### src/swdb_pkg.sv
`default_nettype none

package swdb_pkg;

    localparam int BYTE_W         = 8;
    localparam int SYMBOLS        = 256;
    localparam int COUNT_W        = 9;
    localparam int DEFAULT_WINDOW = 256;

    // One byte on its way from the ring stage to the tracking stage.
    typedef struct packed {
        logic [BYTE_W-1:0] sym;      // byte entering the window
        logic [BYTE_W-1:0] old_sym;  // byte leaving the window (valid when full)
        logic              start;    // first byte of a new image
        logic              full;     // window was full before this byte
        logic              emit;     // window is full after this byte
    } item_t;

endpackage

`default_nettype wire

### src/swdb_tracker.sv
`default_nettype none

module swdb_tracker import swdb_pkg::*; #(
    parameter int  WINDOW = DEFAULT_WINDOW,
    localparam int PTR_W  = $clog2(WINDOW)
) (
    input  wire logic               clk,
    input  wire logic               rst_n,
    input  wire logic               s1_valid,
    input  wire item_t              s1_item,
    input  wire logic [PTR_W-1:0]   s1_pos,
    output logic                    advance,
    output logic [COUNT_W-1:0]      distinct_count,
    output logic                    count_valid,
    input  wire logic               count_ready
);

    // Ring position of the latest occurrence of each byte value
    logic [PTR_W-1:0]   stamp_mem [SYMBOLS];
    logic [PTR_W-1:0]   stamp_rdata_reg;
    logic               fwd_hit_reg;
    logic [PTR_W-1:0]   fwd_stamp_reg;

    logic               s2_valid_reg;
    item_t              s2_item_reg;
    logic [PTR_W-1:0]   s2_pos_reg;

    logic [SYMBOLS-1:0] present_reg;
    logic [SYMBOLS-1:0] present_next;
    logic [COUNT_W-1:0] total_reg;
    logic [COUNT_W-1:0] total_next;
    logic [COUNT_W-1:0] count_reg;
    logic               count_valid_reg;

    logic [SYMBOLS-1:0] valid_base;
    logic [SYMBOLS-1:0] valid_after;
    logic [COUNT_W-1:0] total_base;
    logic [PTR_W-1:0]   old_stamp;
    logic               expire;
    logic               seen;

    assign advance = !(s2_valid_reg && s2_item_reg.emit && count_valid_reg && !count_ready);

    always_comb
    begin
        valid_base  = s2_item_reg.start ? '0 : present_reg;
        total_base  = s2_item_reg.start ? '0 : total_reg;
        old_stamp   = fwd_hit_reg ? fwd_stamp_reg : stamp_rdata_reg;
        // the leaving byte drops out unless it occurs again later in the window
        expire      = s2_item_reg.full && valid_base[s2_item_reg.old_sym]
                      && (old_stamp == s2_pos_reg);
        valid_after = valid_base;
        if (expire)
        begin
            valid_after[s2_item_reg.old_sym] = 1'b0;
        end
        seen         = valid_after[s2_item_reg.sym];
        present_next = valid_after;
        present_next[s2_item_reg.sym] = 1'b1;
        total_next   = total_base - COUNT_W'(expire) + COUNT_W'(!seen);
    end

    always_ff @(posedge clk)
    begin
        if (advance)
        begin
            stamp_rdata_reg <= stamp_mem[s1_item.old_sym];
            fwd_stamp_reg   <= s2_pos_reg;
            s2_item_reg     <= s1_item;
            s2_pos_reg      <= s1_pos;
            if (s2_valid_reg)
            begin
                stamp_mem[s2_item_reg.sym] <= s2_pos_reg;
            end
            if (s2_valid_reg && s2_item_reg.emit)
            begin
                count_reg <= total_next;
            end
        end
    end

    always_ff @(posedge clk or negedge rst_n)
    begin
        if (!rst_n)
        begin
            s2_valid_reg    <= 1'b0;
            fwd_hit_reg     <= 1'b0;
            present_reg     <= '0;
            total_reg       <= '0;
            count_valid_reg <= 1'b0;
        end
        else
        begin
            if (advance)
            begin
                s2_valid_reg <= s1_valid;
                // bypass the stamp being written in the same cycle
                fwd_hit_reg  <= s2_valid_reg && (s2_item_reg.sym == s1_item.old_sym);
                if (s2_valid_reg)
                begin
                    present_reg <= present_next;
                    total_reg   <= total_next;
                end
            end
            if (advance && s2_valid_reg && s2_item_reg.emit)
            begin
                count_valid_reg <= 1'b1;
            end
            else if (count_ready)
            begin
                count_valid_reg <= 1'b0;
            end
        end
    end

    assign distinct_count = count_reg;
    assign count_valid    = count_valid_reg;

endmodule

`default_nettype wire

### config.mk
export PLATFORM = sky130hd
export DESIGN_NAME = swdb_tracker
export DESIGN_NICKNAME = d
export VERILOG_FILES = /design/src/swdb_pkg.sv /design/src/swdb_tracker.sv
export SDC_FILE = /design/constraint.sdc
export NUM_CORES = 2
export LEC_CHECK = 0
export ABC_AREA = 1
export BUFFER_PORTS_ARGS = -buffer_cell sky130_fd_sc_hd__buf_4
export CAP_MARGIN = 5
export CORE_AREA = 5 5 483 485
export CTS_BUF_LIST = sky130_fd_sc_hd__clkbuf_8 sky130_fd_sc_hd__clkbuf_16
export CTS_CLUSTER_SIZE = 25
export DETAILED_ROUTE_END_ITERATION = 7
export DIE_AREA = 0 0 488 490
export MAX_ROUTING_LAYER = met4
export PLACE_DENSITY = 0.7
export SYNTH_ARGS = -nofsm -noshare
export SYNTH_HDL_FRONTEND = slang
export SYNTH_SLANG_ARGS = --single-unit
### constraint.sdc
create_clock -name clk -period 10.4 [get_ports clk]
set_clock_uncertainty 0.05 [all_clocks]
set_input_delay 0.52 -clock clk [delete_from_list [all_inputs] [get_ports clk]]
set_output_delay 0.52 -clock clk [all_outputs]
set_load 0.005 [all_outputs]
# --- Word-level counts from Yosys, hierarchy flattened ---
# Memory sizes are Yosys's and may differ from the RTL's. A register that Yosys moved wholly into a read port is not among the register bits.
# Cells that the tools add are included.
word_totals:
  ramBits: 2048
  ff_bits: 312
  rom_bits: 0
  in_bits: 31
  n_memories: 1
  word_cells: 60
  latch_bits: 0
op_classes:
  n_shift: 0
  order_cmp: 4
  n_bitwise: 4
  add_sub_neg: 2
  n_mux: 17
  n_reduce_logical: 17
  div: 0
  n_mul: 0
  eq_ne: 2
mem_list:
  columns: ["name", "words", "width", "read_ports", "rd_ports_with_merged_regs", "wr", "line", "source"]
  rows:
  - ["stamp_mem", 256, 8, 1, 1, 1, "swdb_tracker.sv:19", "logic [PTR_W-1:0] stamp_mem [SYMBOLS];"]
ops:
  columns: ["operator", "n"]
  rows:
  - ["$mux W256", 2]
  - ["$and A256 B256 Y256", 1]
  - ["$not A256 Y256", 1]
  - ["$or A256 B256 Y256", 1]
  - ["$lt A8 B9 Y1 const B", 2]
  - ["$bmux W1 S8", 2]
  - ["$demux W1 S8", 2]
  - ["$eq A8 B8 Y1", 2]
  - ["$ge A8 B1 Y1 const B", 2]
  - ["$logic_and A1 B1 Y1", 10]
  - ["$add A9 B1 Y9", 1]
  - ["$mux W1", 9]
  - ["$mux W9", 1]
  - ["$sub A9 B1 Y9", 1]
  - ["$mux W8", 1]
  - ["$logic_not A1 Y1", 4]
  - ["$reduce_and A2 Y1", 2]
  - ["$reduce_bool A2 Y1", 1]
  - ["$not A1 Y1", 1]

# --- Depth between registers and ports, before layout ---
logic_depth:
  word_depth: 11
  ltp_mapped: 45

# --- Least setup slack after synthesis ---
# OpenSTA, ideal clock, no wires.
synth_timing:
  path_kind: "reg2reg"
  from: "register s2_pos_reg[2]"
  to: "register count_reg[8], in the netlist distinct_count[8] (data pin)"
  arrival_time_ps: 7172
  period_less_slack_ps: 7489
  setup_slack_ps: 2911
  path_stages_with_launch: 36
  path_buffers: 2
  cell_sequence: "edfxtp_1 -> inv_1 -> nand2_1 -> nand4_1 -> nor3_1 -> nand3_1 -> a21oi_1 -> nand2_1 -> nor2_2 -> nand2_1 -> buf_4 -> buf_2 -> o21bai_1 -> nand2_1 -> nand2_1 -> o21ai_0 -> nand2_1 -> nor2_1 -> nor2_1 -> nor2_1 -> nand2_1 -> nand2_1 -> nand2_1 -> nor2_1 -> ha_1 -> inv_1 -> ha_1 -> inv_1 -> fa_1 -> o21ai_0 -> a21oi_1 -> o21bai_1 -> a21oi_1 -> nor2_1 -> nor2_1 -> xnor2_1"
synth_between:
  elab_chain_len: 7
  elab_cells_between_ends: 8
synth_rtl:
  columns: ["item", "line", "source"]
  rows:
  - ["start: declaration", "swdb_tracker.sv:26", "logic [PTR_W-1:0] s2_pos_reg;"]
  - ["start signal: assignment", "swdb_tracker.sv:70", "s2_pos_reg <= s1_pos;"]
  - ["$eq A8 B8 Y1 *", "swdb_tracker.sv:51", "&& (old_stamp == s2_pos_reg);"]
  - ["$logic_and A1 B1 Y1 *", "swdb_tracker.sv:51", null]
  - ["$mux W256", "swdb_tracker.sv:53", "if (expire)"]
  - ["$bmux W1 S8", "swdb_tracker.sv:57", "seen = valid_after[s2_item_reg.sym];"]
  - ["$mux W1 (implied by the code)", "swdb_tracker.sv:57", null]
  - ["$logic_not A1 Y1", "swdb_tracker.sv:60", "total_next = total_base - COUNT_W'(expire) + COUNT_W'(!seen);"]
  - ["$add A9 B1 Y9 *", "swdb_tracker.sv:60", null]
  - ["net total_next[8]", "swdb_tracker.sv:31", "logic [COUNT_W-1:0] total_next;"]
  - ["end signal: assignment", "swdb_tracker.sv:77", "count_reg <= total_next;"]
  - ["end: declaration", "swdb_tracker.sv:32", "logic [COUNT_W-1:0] count_reg;"]
# Mark *: on every way through the listed nets, which the timed path passes. The rest lies on a longest branch. The select of a mux whose other input is x is not followed.
# A chain may end at the register's enable or synchronous reset.

# --- Final worst setup path ---
layout_timing:
  from: "register s2_item_reg[2] (netlist bit)"
  to: "register total_reg[8]"
layout_between:
  elab_chain_len: 10
  elab_cells_between_ends: 13
layout_rtl:
  columns: ["item", "line", "source"]
  rows:
  - ["start: declaration", "swdb_tracker.sv:25", "item_t s2_item_reg;"]
  - ["start signal: assignment", "swdb_tracker.sv:69", "s2_item_reg <= s1_item;"]
  - ["$mux W256", "swdb_tracker.sv:46", "valid_base = s2_item_reg.start ? '0 : present_reg;"]
  - ["$bmux W1 S8", "swdb_tracker.sv:50", "expire = s2_item_reg.full && valid_base[s2_item_reg.old_sym]"]
  - ["$mux W1 (implied by the code)", "swdb_tracker.sv:50", null]
  - ["$logic_and A1 B1 Y1", "swdb_tracker.sv:50", null]
  - ["$logic_and A1 B1 Y1", "swdb_tracker.sv:51", null]
  - ["$mux W256", "swdb_tracker.sv:53", null]
  - ["$bmux W1 S8", "swdb_tracker.sv:57", null]
  - ["$mux W1 (implied by the code)", "swdb_tracker.sv:57", null]
  - ["$logic_not A1 Y1", "swdb_tracker.sv:60", null]
  - ["$add A9 B1 Y9 *", "swdb_tracker.sv:60", null]
  - ["net total_next[8]", "swdb_tracker.sv:31", null]
  - ["end signal: assignment", "swdb_tracker.sv:102", "total_reg <= total_next;"]
  - ["end: declaration", "swdb_tracker.sv:30", "logic [COUNT_W-1:0] total_reg;"]
# Marks and branches as above.

==> flow_summary.toml <==
[cells_and_area]
nets = 9452
post-route-cell-area_um2 = 113000
fill_cells = 19900
fin_cells = 12600
utilization_pct = 49.5
largest_reg_flops = 2048
syn_to_final_growth_pct = 10.6
drive_above_1_share_pct = 6.18

[worst_setup_path]
end_kind = "register"
rrSetupSlack_ps = 2140
critPathLaunchType = "register"
cp_data_required_time_ps = 11180
arrival_ps = 9040
crit_top_cell = "nand2_1"
crit_slowest_cell = "buf_4"
max_stage_delay_ps = 710
worstSetupPathType = "register to register"
cp_max_fo = 73

[synth]
syn_area_per_cell_um2 = 10.6
ys.warnings.count = 0
async_flop_share_pct = 11.3
ys_types = 36
yosys_most_used_dff = "edfxtp_1"
seq_area_frac_synth_pct = 68.2
syn_nets = 9679
synth_seq_cells = 2368
syn-cell-area_um2 = 102000
synthCells = 9638
synth_edf_count = 2100

[sta]
finalHoldViolations = 0
tightest_slew_ps = 1400
tns_ps = 0
setup_violations = 0
slew_violations = 0
setup_ws_ps = 2140
fin_crit_sh_pct = 79.4
max_freq_mhz = 121
rsz0062_at_grt = "no"
relSlewSlack_pct = 6.13
worst_hold_slack_ps = 131
finalCriticalPeriod_ps = 8260

[detailed_routing]
drc = 0
via_count = 78100
wl_per_cell_um = 27.0
vias_per_cell = 6.17
met3RoutedLength_um = 38100
drt-met1-wl_um = 135000
postRouteAntennaNets = 0
wl_met2_um = 152000
wl_um = 341000
highest_layer = "met4"
dr.first_iter.drc_count = 12200
dr.pass1.iters = 7

[die]
initial_utilization_pct = 44.7
die_h_um = 490
num_io_pins = 42
core_area_um2 = 229000
dieArea_um2 = 239000
num_rows = 176
chipWidth_um = 488

[placed_design]
post_dp_cell_area_um2 = 105000
post-place-ws_ps = 2550
gp_congestion = 1.02
placed_cells = 12200
dpl.hpwl_um = 204000
portBuffers = 41

[pwr]
vdd_drop_max_uv = 162
power_mw = 20.7
power_leakage_nw = 38.2
p_per_area_nw_per_um2 = 183

[grt]
grt_pass1_vias = 72200
grt_pass1_wl_um = 492000
antenna_found_initial = 18
grt_use_total_pct = 28.3
grt_overflow = 0
grt_start_max_net_pins = 196

[clock_tree]
path_clk_slew_ps = 60
clock_latency_ps = 910
postCtsSetupBuffers = 0
numCtsBuffers = 231
ctsLongestPathBuffers = 3
root_buffer = "clkbuf_16"
cts.sinks = 2368
tritoncts = "done"
cts_resized = 0
ctsHoldBuffers = 25
h-tree-depth = 4

[run]
drv_cap = 0

[hold_path]
hold_path.class = "primary input to async pin"

[status]
status = "completed"
==> placed cells by master, fill, tap and decap left out, types with 21 or more instances in the layout <==
| master | Yosys | final |
|---|---|---|
| edfxtp_1 | 2100 | 2100 |
| nor2_1 | 2080 | 2072 |
| o21ai_0 | 1667 | 1667 |
| nand2_1 | 1144 | 1137 |
| o22ai_1 | 684 | 684 |
| inv_1 | 299 | 346 |
| dfrtp_1 | 268 | 268 |
| a21oi_1 | 239 | 239 |
| clkbuf_16 | 0 | 233 |
| buf_4 | 6 | 191 |
| nand3_1 | 138 | 138 |
| o21ai_1 | 126 | 125 |
| o21bai_1 | 56 | 56 |
| clkinv_1 | 3 | 48 |
| clkinv_2 | 0 | 46 |
| o32ai_1 | 35 | 33 |
| dlygate4sd3_1 | 0 | 25 |
| a31oi_1 | 21 | 21 |
| bufinv_16 | 0 | 21 |
==> layout make-up <==
class / count / area, um2 / area share (%)
Antenna cell: 16 / 40.0 / 0.0354
Clock buffer: 235 / 5860 / 5.18
Clock inverter: 194 / 1650 / 1.46
Inverter: 316 / 1210 / 1.07
Multi-Input combinational cell: 6257 / 28800 / 25.4
Sequential cell: 2368 / 69800 / 61.6
Tap cell: 3026 / 3790 / 3.35
Timing Repair Buffer: 237 / 2070 / 1.83
==> kinds of logic after synthesis <==
family / Yosys count / share of synthesized area, %
AND/OR/NAND/NOR: 3393 / 12.7
flip-flops: 2368 / 68.2
buffers and inverters: 1013 / 3.82
adder cells (fa/ha/maj): 10 / 0.130
XOR/XNOR: 18 / 0.154
AO/OA/AOI/OAI: 2836 / 15.0
==> worst paths after layout <==
check / start / end / depth (start not counted)
min: rst_n / s2_valid_reg / 2
min in group clk: s1_item[5] / s2_item_reg[5] / 1
max in group asynchronous: rst_n / present_reg[219] / 3
min reg2reg: present_reg[48] / present_reg[48] / 2
max reg2reg: s2_item_reg[2] / total_reg[8] / 43
max: s2_item_reg[2] / total_reg[8] / 43
==> cell usage after synthesis (2+ instances only) <==
cell / count / area, um2
clkinv_1: 3 / 11.3
nor3_1: 4 / 20.0
o21ai_1: 126 / 631
nor2_1: 2080 / 7810
nor4_1: 2 / 12.5
edfxtp_1: 2100 / 63100
nand4_1: 11 / 68.8
o32ai_1: 35 / 307
buf_2: 71 / 355
nor2_2: 7 / 43.8
clkbuf_1: 580 / 2180
a31oi_1: 21 / 131
xor2_1: 14 / 123
inv_1: 299 / 1120
buf_1: 40 / 150
or2_2: 2 / 12.5
buf_4: 6 / 45.0
a21oi_1: 239 / 1200
inv_2: 14 / 52.6
o21ai_0: 1667 / 8340
xnor2_1: 4 / 35.0
nor2_4: 2 / 22.5
dfrtp_1: 268 / 6710
o21bai_1: 56 / 420
o22ai_1: 684 / 4280
ha_1: 9 / 113
nand3_1: 138 / 691
nand2_1: 1144 / 4290
o221ai_1: 5 / 43.8
==> layer usage <==
metal	vias to the layer above	GRT usage, %
met5	-	-
met4	0	11.8
met3	874	6.13
met2	4993	41.2
met1	38400	38.7
li1	33800	-
==> worst max-delay path: cells and delay by family, from the launching register on <==
family                   cells  cell delay [ps]
adder cells (fa/ha/maj)      3              930
buffers and inverters        6             2720
XOR/XNOR                     1              180
AO/OA/AOI/OAI                7             1010
AND/OR/NAND/NOR             26             2670
flip-flops                   1              460
==> where the power goes <==
part	total [mW]	internal, mW	switching [mW]	leakage, nW
sequential	10.5	10.5	0.0475	22.6
clock	8.29	4.61	3.68	3.85
combinational	1.86	0.426	1.44	11.8
total	20.7	15.5	5.16	38.2
No activity file was read; power rests on OpenSTA's default activity.
